==> src/sv/assert_macros.svh <==
// Assertion macros for the module that carries concurrent checks.
`ifndef ASSERT_MACROS_SVH
`define ASSERT_MACROS_SVH

// Implication checked at every rising edge of clk outside reset.
`define NGSW_ASSERT(lbl, prop, msg) \
	lbl: assert property (@(posedge clk) disable iff (!arst_n) (prop)) else $error(msg);

// Condition that must never hold at a rising edge of clk outside reset.
`define NGSW_NEVER(lbl, cond, msg) \
	lbl: assert property (@(posedge clk) disable iff (!arst_n) !(cond)) else $error(msg);

`endif

==> src/sv/ngsw_fifo.sv <==
// Small synchronous queue built from flip-flops.
module ngsw_fifo #(
	parameter int WIDTH = 8,
	parameter int DEPTH = 2
) (
	input  logic             clk,
	input  logic             arst_n,
	input  logic             wr_en,
	input  logic [WIDTH-1:0] wr_data,
	output logic             full,
	input  logic             rd_en,
	output logic [WIDTH-1:0] rd_data,
	output logic             empty
);
	localparam int AW = (DEPTH > 1) ? $clog2(DEPTH) : 1;

	logic [WIDTH-1:0] slot_q [DEPTH];
	logic [AW-1:0]    wr_ptr_q;
	logic [AW-1:0]    rd_ptr_q;
	logic [AW:0]      count_q;
	logic             do_wr;
	logic             do_rd;

	assign full    = (count_q == (AW+1)'(DEPTH));
	assign empty   = (count_q == '0);
	assign do_wr   = wr_en && !full;
	assign do_rd   = rd_en && !empty;
	assign rd_data = slot_q[rd_ptr_q];

	// Pointers and fill count.
	always_ff @(posedge clk or negedge arst_n) begin
		if (!arst_n) begin
			wr_ptr_q <= '0;
			rd_ptr_q <= '0;
			count_q  <= '0;
		end else begin
			if (do_wr) begin
				wr_ptr_q <= (wr_ptr_q == AW'(DEPTH - 1)) ? '0 : wr_ptr_q + 1'b1;
			end
			if (do_rd) begin
				rd_ptr_q <= (rd_ptr_q == AW'(DEPTH - 1)) ? '0 : rd_ptr_q + 1'b1;
			end
			if (do_wr && !do_rd) begin
				count_q <= count_q + 1'b1;
			end else if (do_rd && !do_wr) begin
				count_q <= count_q - 1'b1;
			end
		end
	end

	// Storage slots carry payload only.
	always_ff @(posedge clk) begin
		if (do_wr) begin
			slot_q[wr_ptr_q] <= wr_data;
		end
	end

endmodule

==> config.mk <==
export PLATFORM = sky130hd
export DESIGN_NAME = ngsw_fifo
export DESIGN_NICKNAME = d
export VERILOG_FILES = /design/src/sv/assert_macros.svh /design/src/sv/ngsw_fifo.sv
export SDC_FILE = /design/constraint.sdc
export NUM_CORES = 1
export LEC_CHECK = 0
export BUFFER_PORTS_ARGS = -buffer_cell sky130_fd_sc_hd__buf_4
export CAP_MARGIN = 15
export CORE_MARGIN = 1
export CORE_UTILIZATION = 40
export DETAILED_ROUTE_END_ITERATION = 6
export PLACE_DENSITY = 0.7
export SETUP_SLACK_MARGIN = 0.2
export SKIP_CTS_REPAIR_TIMING = 1
export SLEW_MARGIN = 25
export SYNTH_ARGS = -nofsm -noshare
export SYNTH_HDL_FRONTEND = slang
export SYNTH_SLANG_ARGS = --single-unit
==> constraint.sdc <==
create_clock -name clk -period 1.5 [get_ports clk]
set_clock_uncertainty 0.2 [all_clocks]
set_input_delay 0.15 -clock clk [delete_from_list [all_inputs] [get_ports clk]]
set_output_delay 0.15 -clock clk [all_outputs]
set_load 0.02 [all_outputs]
==> summary.txt <==
Outcome
  • Status: finished, violations left
  • Failing checks: setup timing

Setup path
  • CP top delay family: flip-flops
  • CP Class: flop to output port
  • Crit path max fanout: 5
  • Critical Path Most Common Cell: buf_6
  • Data arrival time of the critical path: 1330 ps
  • Worst EP required: ~1200 ps
  • Startpoint types: flop
  • Worst Setup End Kind: output port
  • Worst path cell trace: buf_6 -> mux2_4 -> buf_6
  • Worst path bufs/invs: 2
  • Largest stage delay on the critical path: 440 ps
  • Slowest cell on crit path: dfrtp_2

Final layout
  • Area occupied by multi-input gates: about 280 µm²
  • Area grow syn2layout: 72.3%
  • Final Cell Area: between 1000 and 1500 µm²
  • Layout Nets: 105
  • Fillers: 121
  • Register area: 584 µm²
  • Share of layout cells above drive strength 1: 64.8%
  • N_diodes: 0

Clock network
  • TritonCTS clock tree: yes
  • CTS Buffer Depth: 2
  • Worst-Skew Late Latency: 310 ps
  • CTS Sinks: 20
  • Worst-path clk slew: roughly 110 ps
  • Clock tree root buffer cell: clkbuf_4
  • Total CTS buffers: 3
  • H-tree levels: 1

Placement
  • GPL Wtd Cong: around 0.63
  • Detail Placement HPWL: 876 µm
  • IO Port Bufs: 21
  • Placed inst area: 1030 µm²
  • Post-Place Setup Slack: -25.8 ps

Floorplan
  • Die Y: 46.2 µm
  • Initial Utilization: roughly 44%
  • Die width: about 46 µm
  • Rows: 15
  • Top Ports: 22
  • DIE AREA: 2140 µm²
  • Core Area: 1780 µm²

Routing
  • Drt total wl: 1640 µm
  • DR iter-0 viols: 4
  • Vias per cell: 4.59
  • Via count: 533
  • DRT antenna net count: 0
  • DR pass1 iterations: 5
  • Wire per inst: 14.1 µm
  • Drt drc: 0

Pwr
  • Max IR drop VDD: 1.25 mV
  • Lkg Pwr: between 0.5 and 0.6 nW
  • Pwr Density: a little under 2000 nW/µm²
  • Design Power: 0.00262 W

Synthesis
  • Post-Syn Area: 782 µm²
  • Synth Register Bits: 20
  • Syn_nets: 57
  • Mapped Avg Cell Area: 17.8 µm²
  • Count of different cell masters after synthesis: 15
  • Sequential area share after synthesis: 74.2%
  • Ys Warns: 0
  • Syn Inst Count: 44

Timing
  • Fin crit period: 1680 ps
  • Slew Viols, Final: 0
  • Slew HR: 84.7%
  • RSZ-0062 raised after global routing: yes
  • Max Clock Freq: slightly below 0.6 GHz
  • Setup-failing EPs final: 10
  • Final-report hold violation count: 0
  • Setup ws final: -183 ps
  • Hold WS: about 57 ps
  • Tightest Pin Transition: about 230 ps
  • Fin Setup TNS: -1480 ps
  • Period utilisation layout: 112%

Job
  • Max-cap viol count: 0

Worst hold path
  • HP Class: input pin to flop

GRT
  • First-pass GRT wire length: about 1800 µm
  • Vias in the first global route: 416
  • GRT Total Usage: between 10% and 20%
  • Largest net degree at the start of global routing: 12
  • Grt ovf: 0
  • Initial antenna violation count: 0
-- path summary, 6_finish.rpt --
kind / startpoint / endpoint / slack [ps] / depth (start not counted)
worst max register to register: count_q[0] / count_q[1] / -70 / 7
worst max-delay path: rd_ptr_q / rd_data[7] / -180 / 3
max in group asynchronous: arst_n / count_q[0] / 360 / 3
worst min register to register: wr_ptr_q / wr_ptr_q / 390 / 1
worst min-delay path: rd_en / rd_ptr_q / 60 / 4
min in group asynchronous: arst_n / wr_ptr_q / 540 / 3
-- cell usage after synthesis (all sizes together) --
cell	instances	area, µm²
buf	1	5.00
mux2	8	90.1
and3	1	6.26
xor2	2	17.5
nand2	1	6.26
inv	2	7.51
nor2	3	11.3
xnor2	3	33.8
dfrtp	4	100
ha	1	12.5
edfxtp	16	480
o21ai	1	5.00
nand2b	1	6.26
-- logic make-up (layout without fill, tap and decap cells) --
logic type | after synthesis | after routing | synth area share (%)
fa+ha+maj | 1 | 1 | 1.60
mux | 8 | 8 | 11.5
simple gates | 6 | 6 | 3.84
xor+xnor | 5 | 5 | 6.56
buf+inv | 3 | 50 | 1.60
compound gates | 1 | 1 | 0.639
flops | 20 | 20 | 74.2
-- state kept, by name (all words and copies together), names as in the netlist --
name / cells
slot_q: 16
count_q: 2
rd_ptr_q: 1
wr_ptr_q: 1
-- cells in the final DEF, fill, tap and decap left out, drive strengths merged --
master and n:
dfrtp 4, mux2 8, o21ai 1, xor2 2, buf 34, dlygate4sd3 10
nand2 1, clkbuf 3, edfxtp 16, ha 1, xnor2 3, clkinv 1
nor2 3, inv 2, and3 1, nand2b 1
-- routing by layer --
metal / vias to the layer above / track usage [%] / wire length [µm]
met5: - / 0 / 0
met4: 0 / 10.6 / 57
met3: 5 / 4.31 / 54
met2: 15 / 20.3 / 842
met1: 261 / 15.3 / 682
li1: 252 / - / -
-- power by group --
group          total (W)  internal (W)  leakage, nW  switching, W
Combinational    0.00147      0.000855        0.367      0.000612
Sequential      0.000893      0.000784        0.192      0.000109
Clock           0.000263     0.0000973       0.0154      0.000165
Total            0.00262       0.00174        0.575      0.000886
-- worst register-to-register path, cell delays in order, from the launching register on --
cell and delay, ps:
dfrtp_2 460, nand2b_4 170, nand2_4 70, inv_2 40
ha_4 140, xor2_1 140, nor2_1 120, xor2_1 160
-- layout make-up --
type                       instances  area share [%]
sequential                        20            43.4
inverter                           2           0.557
timing repair buffer              44            31.4
clock inverter                     1           0.279
multi-input combinational         21            20.4
clock buffer                       3            1.67
tap                               25            2.32
-- per-stage QoR --
stage	std cells	utilization (%)
6_report	116	75.6
3_5_place_dp	95	57.8
2_1_floorplan	44	-
3_3_place_gp	95	57.8
5_1_grt	116	75.6
4_1_cts	99	59.2
Power figures use the tool's default switching activity.
