## config.mk

```make
export PLATFORM = sky130hd
export DESIGN_NAME = ngsw_front
export DESIGN_NICKNAME = d
export VERILOG_FILES = /design/src/sv/assert_macros.svh /design/src/sv/ngsw_pkg.sv /design/src/sv/ngsw_fifo.sv /design/src/sv/ngsw_front.sv
export SDC_FILE = /design/constraint.sdc
export NUM_CORES = 1
export LEC_CHECK = 0
export BUFFER_PORTS_ARGS = -buffer_cell sky130_fd_sc_hd__clkbuf_2
export CELL_PAD_IN_SITES_DETAIL_PLACEMENT = 1
export CELL_PAD_IN_SITES_GLOBAL_PLACEMENT = 1
export CORE_MARGIN = 2
export CORE_UTILIZATION = 44
export DETAILED_ROUTE_END_ITERATION = 7
export PLACE_DENSITY = 0.8
export SETUP_SLACK_MARGIN = 0.3
export SLEW_MARGIN = 30
export SYNTH_ARGS = -nofsm -noshare
export SYNTH_HDL_FRONTEND = slang
export SYNTH_HIERARCHICAL = 1
export SYNTH_SLANG_ARGS = --single-unit
```

## constraint.sdc

```tcl
create_clock -name clk -period 4.3 [get_ports clk]
set_clock_uncertainty 0.05 [all_clocks]
set_input_delay 0.86 -clock clk [delete_from_list [all_inputs] [get_ports clk]]
set_output_delay 0.86 -clock clk [all_outputs]
set_load 0.03 [all_outputs]
```

## src/sv/assert_macros.svh

```systemverilog
// Assertion macros for the module that carries concurrent checks.
`ifndef ASSERT_MACROS_SVH
`define ASSERT_MACROS_SVH

// Implication checked at every rising edge of clk outside reset.
`define NGSW_ASSERT(lbl, prop, msg) \
	lbl: assert property (@(posedge clk) disable iff (!arst_n) (prop)) else $error(msg);

// Condition that must never hold at a rising edge of clk outside reset.
`define NGSW_NEVER(lbl, cond, msg) \
	lbl: assert property (@(posedge clk) disable iff (!arst_n) !(cond)) else $error(msg);

`endif

```

## src/sv/ngsw_pkg.sv

```systemverilog
// Package with the shared types, codes and defaults of the successor walk block.
package ngsw_pkg;

	// Default sizes of the row table.
	localparam int ROW_LENGTH_DEF = 32;
	localparam int TABLE_ROWS_DEF = 256;

	// Depths of the command queue and the result queue.
	localparam int CMD_DEPTH = 2;
	localparam int RES_DEPTH = 4;

	// Configuration register indexes.
	localparam logic CFG_VECTOR_LENGTH = 1'b0;
	localparam logic CFG_START_ROW     = 1'b1;

	// Operation codes of an input request.
	typedef enum logic [1:0] {
		OP_LOAD  = 2'd0,
		OP_START = 2'd1,
		OP_STEP  = 2'd2,
		OP_NONE  = 2'd3
	} op_t;

	// One classified command handed from the front to the back.
	typedef struct packed {
		op_t               op;
		logic signed [7:0] value;
	} cmd_t;

	// One result element.
	typedef struct packed {
		logic signed [7:0] value;
		logic [7:0]        row;
		logic              last;
		logic              status;
	} res_t;

endpackage

```

## src/sv/ngsw_fifo.sv

```systemverilog
// Small synchronous queue built from flip-flops.
module ngsw_fifo #(
	parameter int WIDTH = 8,
	parameter int DEPTH = 2
) (
	input  logic             clk,
	input  logic             arst_n,
	input  logic             wr_en,
	input  logic [WIDTH-1:0] wr_data,
	output logic             full,
	input  logic             rd_en,
	output logic [WIDTH-1:0] rd_data,
	output logic             empty
);
	localparam int AW = (DEPTH > 1) ? $clog2(DEPTH) : 1;

	logic [WIDTH-1:0] slot_q [DEPTH];
	logic [AW-1:0]    wr_ptr_q;
	logic [AW-1:0]    rd_ptr_q;
	logic [AW:0]      count_q;
	logic             do_wr;
	logic             do_rd;

	assign full    = (count_q == (AW+1)'(DEPTH));
	assign empty   = (count_q == '0);
	assign do_wr   = wr_en && !full;
	assign do_rd   = rd_en && !empty;
	assign rd_data = slot_q[rd_ptr_q];

	// Pointers and fill count.
	always_ff @(posedge clk or negedge arst_n) begin
		if (!arst_n) begin
			wr_ptr_q <= '0;
			rd_ptr_q <= '0;
			count_q  <= '0;
		end else begin
			if (do_wr) begin
				wr_ptr_q <= (wr_ptr_q == AW'(DEPTH - 1)) ? '0 : wr_ptr_q + 1'b1;
			end
			if (do_rd) begin
				rd_ptr_q <= (rd_ptr_q == AW'(DEPTH - 1)) ? '0 : rd_ptr_q + 1'b1;
			end
			if (do_wr && !do_rd) begin
				count_q <= count_q + 1'b1;
			end else if (do_rd && !do_wr) begin
				count_q <= count_q - 1'b1;
			end
		end
	end

	// Storage slots carry payload only.
	always_ff @(posedge clk) begin
		if (do_wr) begin
			slot_q[wr_ptr_q] <= wr_data;
		end
	end

endmodule

```

## src/sv/ngsw_front.sv

```systemverilog
// Front end: accepts input requests, drops unused codes and queues commands.
module ngsw_front (
	input  logic               clk,
	input  logic               arst_n,
	input  logic               push,
	output logic               full,
	input  logic [1:0]         operation,
	input  logic signed [7:0]  element_value,
	output logic               cmd_valid,
	output ngsw_pkg::cmd_t     cmd,
	input  logic               cmd_pop
);
	ngsw_pkg::cmd_t cmd_in;
	logic           q_full;
	logic           q_empty;
	logic           q_wr;

	// Classify the request; the unused code is accepted and discarded.
	always_comb begin
		cmd_in.op    = ngsw_pkg::op_t'(operation);
		cmd_in.value = element_value;
	end

	assign full      = q_full;
	assign q_wr      = push && !q_full && (cmd_in.op != ngsw_pkg::OP_NONE);
	assign cmd_valid = !q_empty;

	ngsw_fifo #(
		.WIDTH($bits(ngsw_pkg::cmd_t)),
		.DEPTH(ngsw_pkg::CMD_DEPTH)
	) u_cmd_q (
		.clk    (clk),
		.arst_n (arst_n),
		.wr_en  (q_wr),
		.wr_data(cmd_in),
		.full   (q_full),
		.rd_en  (cmd_pop),
		.rd_data(cmd),
		.empty  (q_empty)
	);

endmodule

```

==> results.sh, run 1 <==
export IMPL_path_buf_inv=1
export IMPL_critical_path_cell_chain="mux2_1, clkbuf_2"
export IMPL_reg2reg_slack_ns=2.25
export IMPL_final_antenna_net_count=0
export IMPL_r2r_worst_path_cells=5
export IMPL_layout_common_cells="clkbuf_2 (25), edfxtp_1 (20), mux2_1 (10)"
export IMPL_power_static_leakage_nw=0.464
export IMPL_yosysUniqueCellTypes=14
export IMPL_cts_root_buffer="clkbuf_4"
export IMPL_worst_setup_hold_path_clk_slew_ns=0.12
export IMPL_design_final_nets=97
export IMPL_post_route_drc_count=0
export IMPL_wl_um=1490
export IMPL_cpLargestDelayFamily="flip-flops"
export IMPL_cts_tree="yes"
export IMPL_timing_critical_path_required_ns=3.39
export IMPL_core_um2=1980
export IMPL_row_count=16
export IMPL_synth_warnings=6
export IMPL_final_setup_tns_ns=0
export IMPL_final_common_cell="clkbuf_2"
export IMPL_insertedDiodeCount=0
export IMPL_slowest_delay_ns=0.66
export IMPL_worst_setup_path_start_kind="flop"
export IMPL_worst_slew_pin_transition_ns=0.816
export IMPL_rsz0062_at_grt="false"
export IMPL_worst_setup_path_end_kind="primary output"
export IMPL_routed_via_count=512
export IMPL_power_per_cell_area_nw_per_um2=676
export IMPL_postSynthAreaPerCell_um2=17.7
export IMPL_die_y_um=50.2
export IMPL_worstReg2RegEnd="u_cmd_q/slot_q[0][7]$_DFFE_PP_"
export IMPL_grt_overflow_total=0
export IMPL_initial_utilization_pct=47.4
export IMPL_layout_worst_path_cycle_share_pct=57.2
export IMPL_clkPwrFrac_pct=15.3
export IMPL_pwr_share_comb_pct=37.8
export IMPL_outcome="finished, final reports clean"
export IMPL_mappedNetlistArea_um2=940
export IMPL_io_pins=26
export IMPL_worstReg2RegStart="u_cmd_q/count_q[0]$_DFFE_PN0P_"
export IMPL_cts_post_setup_buffers_inserted=0
export IMPL_synth_yosys_seq_area_share_pct=74.6
export IMPL_postSynthRegisterBits=24
export IMPL_post_layout_total_power_mw=0.763
export IMPL_maxCapViolCount=0
export IMPL_worst_skew_late_latency_ns=0.31
export IMPL_port_buffer_count=25
export IMPL_cts_resized=0
export IMPL_clk_path_buf_depth=2
export IMPL_cts_sink_count=24
export IMPL_die_x_um=50.2
export IMPL_drt_pass1_iterations=3
export IMPL_timing_final_ws_setup_ns=1.84
export IMPL_maximum_number_of_pins_on_one_net_before_global_route_repair=14
export IMPL_share_seq_of_total_power_pct=46.9
export IMPL_cts_buffers=3
export IMPL_finalSetupViolCount=0
export IMPL_vdd_drop_max_v=0.000304
export IMPL_drtIter0Drc=8
export IMPL_design_die_area_um2=2520
export IMPL_post_synth_inst_count=53
export IMPL_postSynthNetCount=68
export IMPL_area_growth_from_synthesis_to_layout_pct=20.0
export IMPL_via_count_of_the_first_global_routing_pass=563
export IMPL_grt_pass1_wl_um=2460
export IMPL_internal_power_mw=0.468
export IMPL_hpwl_um=1070
export IMPL_fmax_mhz=407
export IMPL_num_fill_cells=203
export IMPL_grt_antenna_before_repair=0
export IMPL_hold_crit_class="in -> async"
export IMPL_criticalPathCategory="reg -> out"
export IMPL_slew_violations=0
export IMPL_place_congestion=0.621
export IMPL_report_final_hold_viol_count=0
export IMPL_finalWorstPathRequiredPeriod_ns=2.46
export IMPL_slew_limit_headroom_pct=45.4
export IMPL_path_max_fanout=11
export IMPL_crit_slowest_cell="dfrtp_1"
export IMPL_drive_gt1_share_pct=38.3
export IMPL_netSwitchingPower_mw=0.295
export IMPL_average_wire_per_standard_cell_um=13.8
export IMPL_viasPerCell=4.74
export IMPL_post_place_setup_slack_ns=1.86
export IMPL_number_of_h_tree_branching_levels=1
export IMPL_hold_worst_slack_ns=0.274
export IMPL_cts_hold_buffers=0
export IMPL_switching_share_of_power_pct=38.7
export IMPL_globalRouteTotalUtil_pct=14.0
export IMPL_arrival_time_of_the_worst_setup_path_ns=1.55
worst max path at each step:
stage | from | end | slack (ns) | depth (start not counted)
after detailed placement | operation[0] | u_cmd_q/slot_q[0][1]$_DFFE_PP_ | 1.86 | 4
after global routing | u_cmd_q/rd_ptr_q$_DFFE_PN0P_ | cmd[9] | 1.75 | 2
after CTS | u_cmd_q/rd_ptr_q$_DFFE_PN0P_ | cmd[9] | 1.82 | 2
after floorplan | push | u_cmd_q/slot_q[0][0]$_DFFE_PP_ | 2.22 | 4
final | u_cmd_q/rd_ptr_q$_DFFE_PN0P_ | cmd[9] | 1.84 | 2
after global placement | operation[0] | u_cmd_q/slot_q[0][3]$_DFFE_PP_ | 1.93 | 4
power by group through the flow:
stage               Sequential (mW)  Clock (mW)  Combinational, mW
floorplan                     0.339           0              0.238
global placement              0.362           0              0.283
detailed placement            0.365           0              0.290
CTS                           0.359       0.118              0.293
global route                  0.367       0.122              0.313
finish                        0.358       0.116              0.289
cell type report:
cell class,instances,area (um^2),share of cell area [%]
inverter,4,15.0,1.33
timing repair buffer,25,125,11.1
sequential,24,701,62.2
clock buffer,4,36.3,3.22
multi-input combinational,24,216,19.2
tap,27,33.8,3.00
metrics by stage:
| step | cells | util, % | area, um^2 |
|---|---|---|---|
| finish | 108 | 56.9 | 1130 |
| detailed placement | 104 | 55.1 | 1090 |
| global route | 108 | 56.9 | 1130 |
| global placement | 104 | 55.1 | 1090 |
| CTS | 108 | 56.9 | 1130 |
| floorplan | 53 | - | 940 |
cells by family after synthesis:
| kind of cell | share of synthesized area (%) |
|---|---|
| multiplexers | 12.0 |
| buffers and inverters | 2.40 |
| adder cells (fa/ha/maj) | 1.33 |
| XOR/XNOR | 4.66 |
| AND/OR/NAND/NOR | 3.20 |
| AO/OA/AOI/OAI | 1.86 |
| flip-flops | 74.6 |
registers in the layout (all words and copies together) (netlist names):
register	count
u_cmd_q/rd_ptr_q	1
u_cmd_q/wr_ptr_q	1
u_cmd_q/count_q	2
u_cmd_q/slot_q	20
synthesized netlist by cell type:
library cell	n	area share [%]
xnor2_1	3	2.8
nand2_2	1	0.67
nand2b_1	1	0.67
inv_1	4	1.6
nor2_1	3	1.2
a211oi_2	1	1.3
edfxtp_1	20	64
buf_4	1	0.80
dfrtp_1	4	11
ha_1	1	1.3
and3_1	1	0.67
mux2_1	10	12
xor2_1	2	1.9
o21ai_1	1	0.53
metal layers:
layer	track usage [%]	wire length, um	vias to the layer above
met2	24.3	774	17
li1	-	-	246
met4	8.33	28	0
met1	14.3	589	246
met3	5.06	100	3
met5	0	0	-
worst reg2reg max path, delay by kind of cell (launching register included):
family                 cells  cell delay, ns
AO/OA/AOI/OAI              1            0.19
buffers and inverters      1            0.08
flip-flops                 1            0.45
AND/OR/NAND/NOR            3            0.94
No activity file was read; power rests on OpenSTA's default activity.
==> run 2, diff against run 1 <==
- CORE_UTILIZATION: 44 -> 40
- PLACE_DENSITY: 0.8 -> 0.74
- clock period: 4.3 -> 2.5 ns (I/O delays scaled with it)
==> run 2 against run 1 <==
Non-clock buffer count increased by 3. Core utilization is 5.2 points lower. Worst setup slack lost 1.4 ns. Largest cell class unchanged. Via count increased by 2.1%. Sequential cell count did not move. Register-to-register slack got worse by 1.6 ns. Sequential share of layout area is 0.88 points lower. Clock-buffer cell count is the same. Total power grew 68%. Highest routed layer unchanged. Critical path depth did not move. Combinational power grew 75%. Sequential power rose by 72%.
==> results.sh, run 2 (synthesis gave the netlist of run 1 again) <==
export IMPL_post_route_drc_count=0
export IMPL_arrival_time_of_the_worst_setup_path_ns=1.51
export IMPL_place_congestion=0.672
export IMPL_cts_root_buffer="clkbuf_4"
export IMPL_insertedDiodeCount=0
export IMPL_fmax_mhz=486
export IMPL_internal_power_mw=0.788
export IMPL_average_wire_per_standard_cell_um=12.5
export IMPL_report_final_hold_viol_count=0
export IMPL_layout_common_cells="clkbuf_2 (25), edfxtp_1 (20), mux2_1 (10)"
export IMPL_cts_sink_count=24
export IMPL_share_seq_of_total_power_pct=47.9
export IMPL_final_common_cell="clkbuf_2"
export IMPL_hold_crit_class="in -> reg"
export IMPL_critical_path_cell_chain="mux2_1, clkbuf_2"
export IMPL_design_final_nets=100
export IMPL_clkPwrFrac_pct=12.6
export IMPL_post_layout_total_power_mw=1.28
export IMPL_drtIter0Drc=2
export IMPL_stdcell_count=112
export IMPL_viasPerCell=4.67
export IMPL_crit_slowest_cell="dfrtp_1"
export IMPL_cpLargestDelayFamily="flip-flops"
export IMPL_netSwitchingPower_mw=0.492
export IMPL_switching_share_of_power_pct=38.4
export IMPL_maxCapViolCount=0
export IMPL_power_per_cell_area_nw_per_um2=1120
export IMPL_worst_slew_pin_transition_ns=0.473
export IMPL_slew_violations=0
export IMPL_design_die_area_um2=2750
export IMPL_worst_setup_path_start_kind="flop"
export IMPL_worst_skew_late_latency_ns=0.29
export IMPL_area_growth_from_synthesis_to_layout_pct=21.7
export IMPL_largest_reg_flops=20
export IMPL_placed_area_um2=1110
export IMPL_grt_overflow_total=0
export IMPL_via_count_of_the_first_global_routing_pass=552
export IMPL_globalRouteTotalUtil_pct=12.5
export IMPL_drt_pass1_iterations=2
export IMPL_finalWorstPathRequiredPeriod_ns=2.06
export IMPL_final_antenna_net_count=0
export IMPL_pwr_share_comb_pct=39.4
export IMPL_slew_limit_headroom_pct=68.5
export IMPL_cts_buffers=3
export IMPL_port_buffer_count=25
export IMPL_grt_pass1_wl_um=2380
export IMPL_layout_worst_path_cycle_share_pct=82.4
export IMPL_cts_post_setup_buffers_inserted=0
export IMPL_drive_gt1_share_pct=38.1
export IMPL_slowest_delay_ns=0.65
export IMPL_outcome="finished, final reports clean"
export IMPL_cts_tree="yes"
export IMPL_initial_utilization_pct=42.5
export IMPL_worst_setup_path_end_kind="primary output"
export IMPL_io_pins=26
export IMPL_final_setup_tns_ns=0
export IMPL_routed_via_count=523
export IMPL_worst_setup_hold_path_clk_slew_ns=0.12
export IMPL_regMostFlops="u_cmd_q/slot_q"
export IMPL_number_of_h_tree_branching_levels=1
export IMPL_path_max_fanout=11
export IMPL_summed_area_of_non_filler_cells_in_the_final_layout_um2=1140
export IMPL_rsz0062_at_grt="false"
export IMPL_timing_critical_path_required_ns=1.95
export IMPL_vdd_drop_max_v=0.000521
export IMPL_finalSetupViolCount=0
export IMPL_die_x_um=52.5
export IMPL_place_detailed_instances=107
export IMPL_clk_path_buf_depth=2
export IMPL_grt_antenna_before_repair=0
export IMPL_power_static_leakage_nw=0.473
export IMPL_wl_um=1400
export IMPL_maximum_number_of_pins_on_one_net_before_global_route_repair=14
export IMPL_core_um2=2210
export IMPL_row_count=17
export IMPL_criticalPathCategory="reg -> out"
export IMPL_hpwl_um=1090
export IMPL_path_buf_inv=1
export IMPL_die_y_um=52.5
export IMPL_largestRegisters="u_cmd_q/slot_q: 20 flops, u_cmd_q/count_q: 2 flops"
run 2: changes by cell type in the layout (fill, tap and decap cells not counted), sizes merged:
cell | previous run | this run
buf | 0 | 2
dlygate4sd3 | 0 | 1
run 2: timing repair:
action                                 in CTS  in global routing
endpoints found under the hold margin       4                  0
gates resized for setup                     0                  0
hold buffers                                1                  0
run 2: layer usage:
layer / track usage, % / up-vias / wire, um
met4: 7.69 / 0 / 21
li1: - / 253 / -
met5: 0 / - / 0
met2: 21.9 / 16 / 717
met3: 1.71 / 2 / 70
met1: 14.2 / 252 / 592
run 2: path summary, 6_finish.rpt:
| check | startpoint | end | slack, ns | cells after the start |
|---|---|---|---|---|
| worst max-delay path | u_cmd_q/rd_ptr_q$_DFFE_PN0P_ | cmd[5] | 0.44 | 2 |
| worst min-delay path | element_value[6] | u_cmd_q/slot_q[0][6]$_DFFE_PP_ | 0.33 | 1 |
| worst max register to register | u_cmd_q/count_q[0]$_DFFE_PN0P_ | u_cmd_q/slot_q[1][4]$_DFFE_PP_ | 0.69 | 4 |
| worst min register to register | u_cmd_q/wr_ptr_q$_DFFE_PN0P_ | u_cmd_q/wr_ptr_q$_DFFE_PN0P_ | 0.46 | 1 |
| max in group asynchronous | arst_n | u_cmd_q/count_q[1]$_DFFE_PN0P_ | 1.80 | 2 |
| min in group asynchronous | arst_n | u_cmd_q/count_q[0]$_DFFE_PN0P_ | 0.48 | 2 |
run 2: cell type report:
type	count	area, um^2
fillers	243	1070
flip-flops and latches	24	701
multi-input cells	24	216
repair buffers	28	150
well taps	28	35.0
clock buffers	4	26.3
inverters	4	15.0
run 2: power by group through the flow:
stage / sequential (mW) / combinational, mW / clock, mW
after floorplan: 0.583 / 0.410 / 0
after global placement: 0.622 / 0.501 / 0
after detailed placement: 0.626 / 0.512 / 0
after CTS: 0.618 / 0.514 / 0.170
after global routing: 0.631 / 0.548 / 0.186
final: 0.614 / 0.505 / 0.162
run 2: metrics by stage:
stage	hold WS, ns	setup WS, ns	utilization, %
after CTS	0.322	0.398	51.7
after global routing	0.312	0.310	51.7
after global placement	0.264	0.751	50.1
after detailed placement	0.268	0.651	50.1
final	0.335	0.441	51.7
after floorplan	0.154	0.593	-
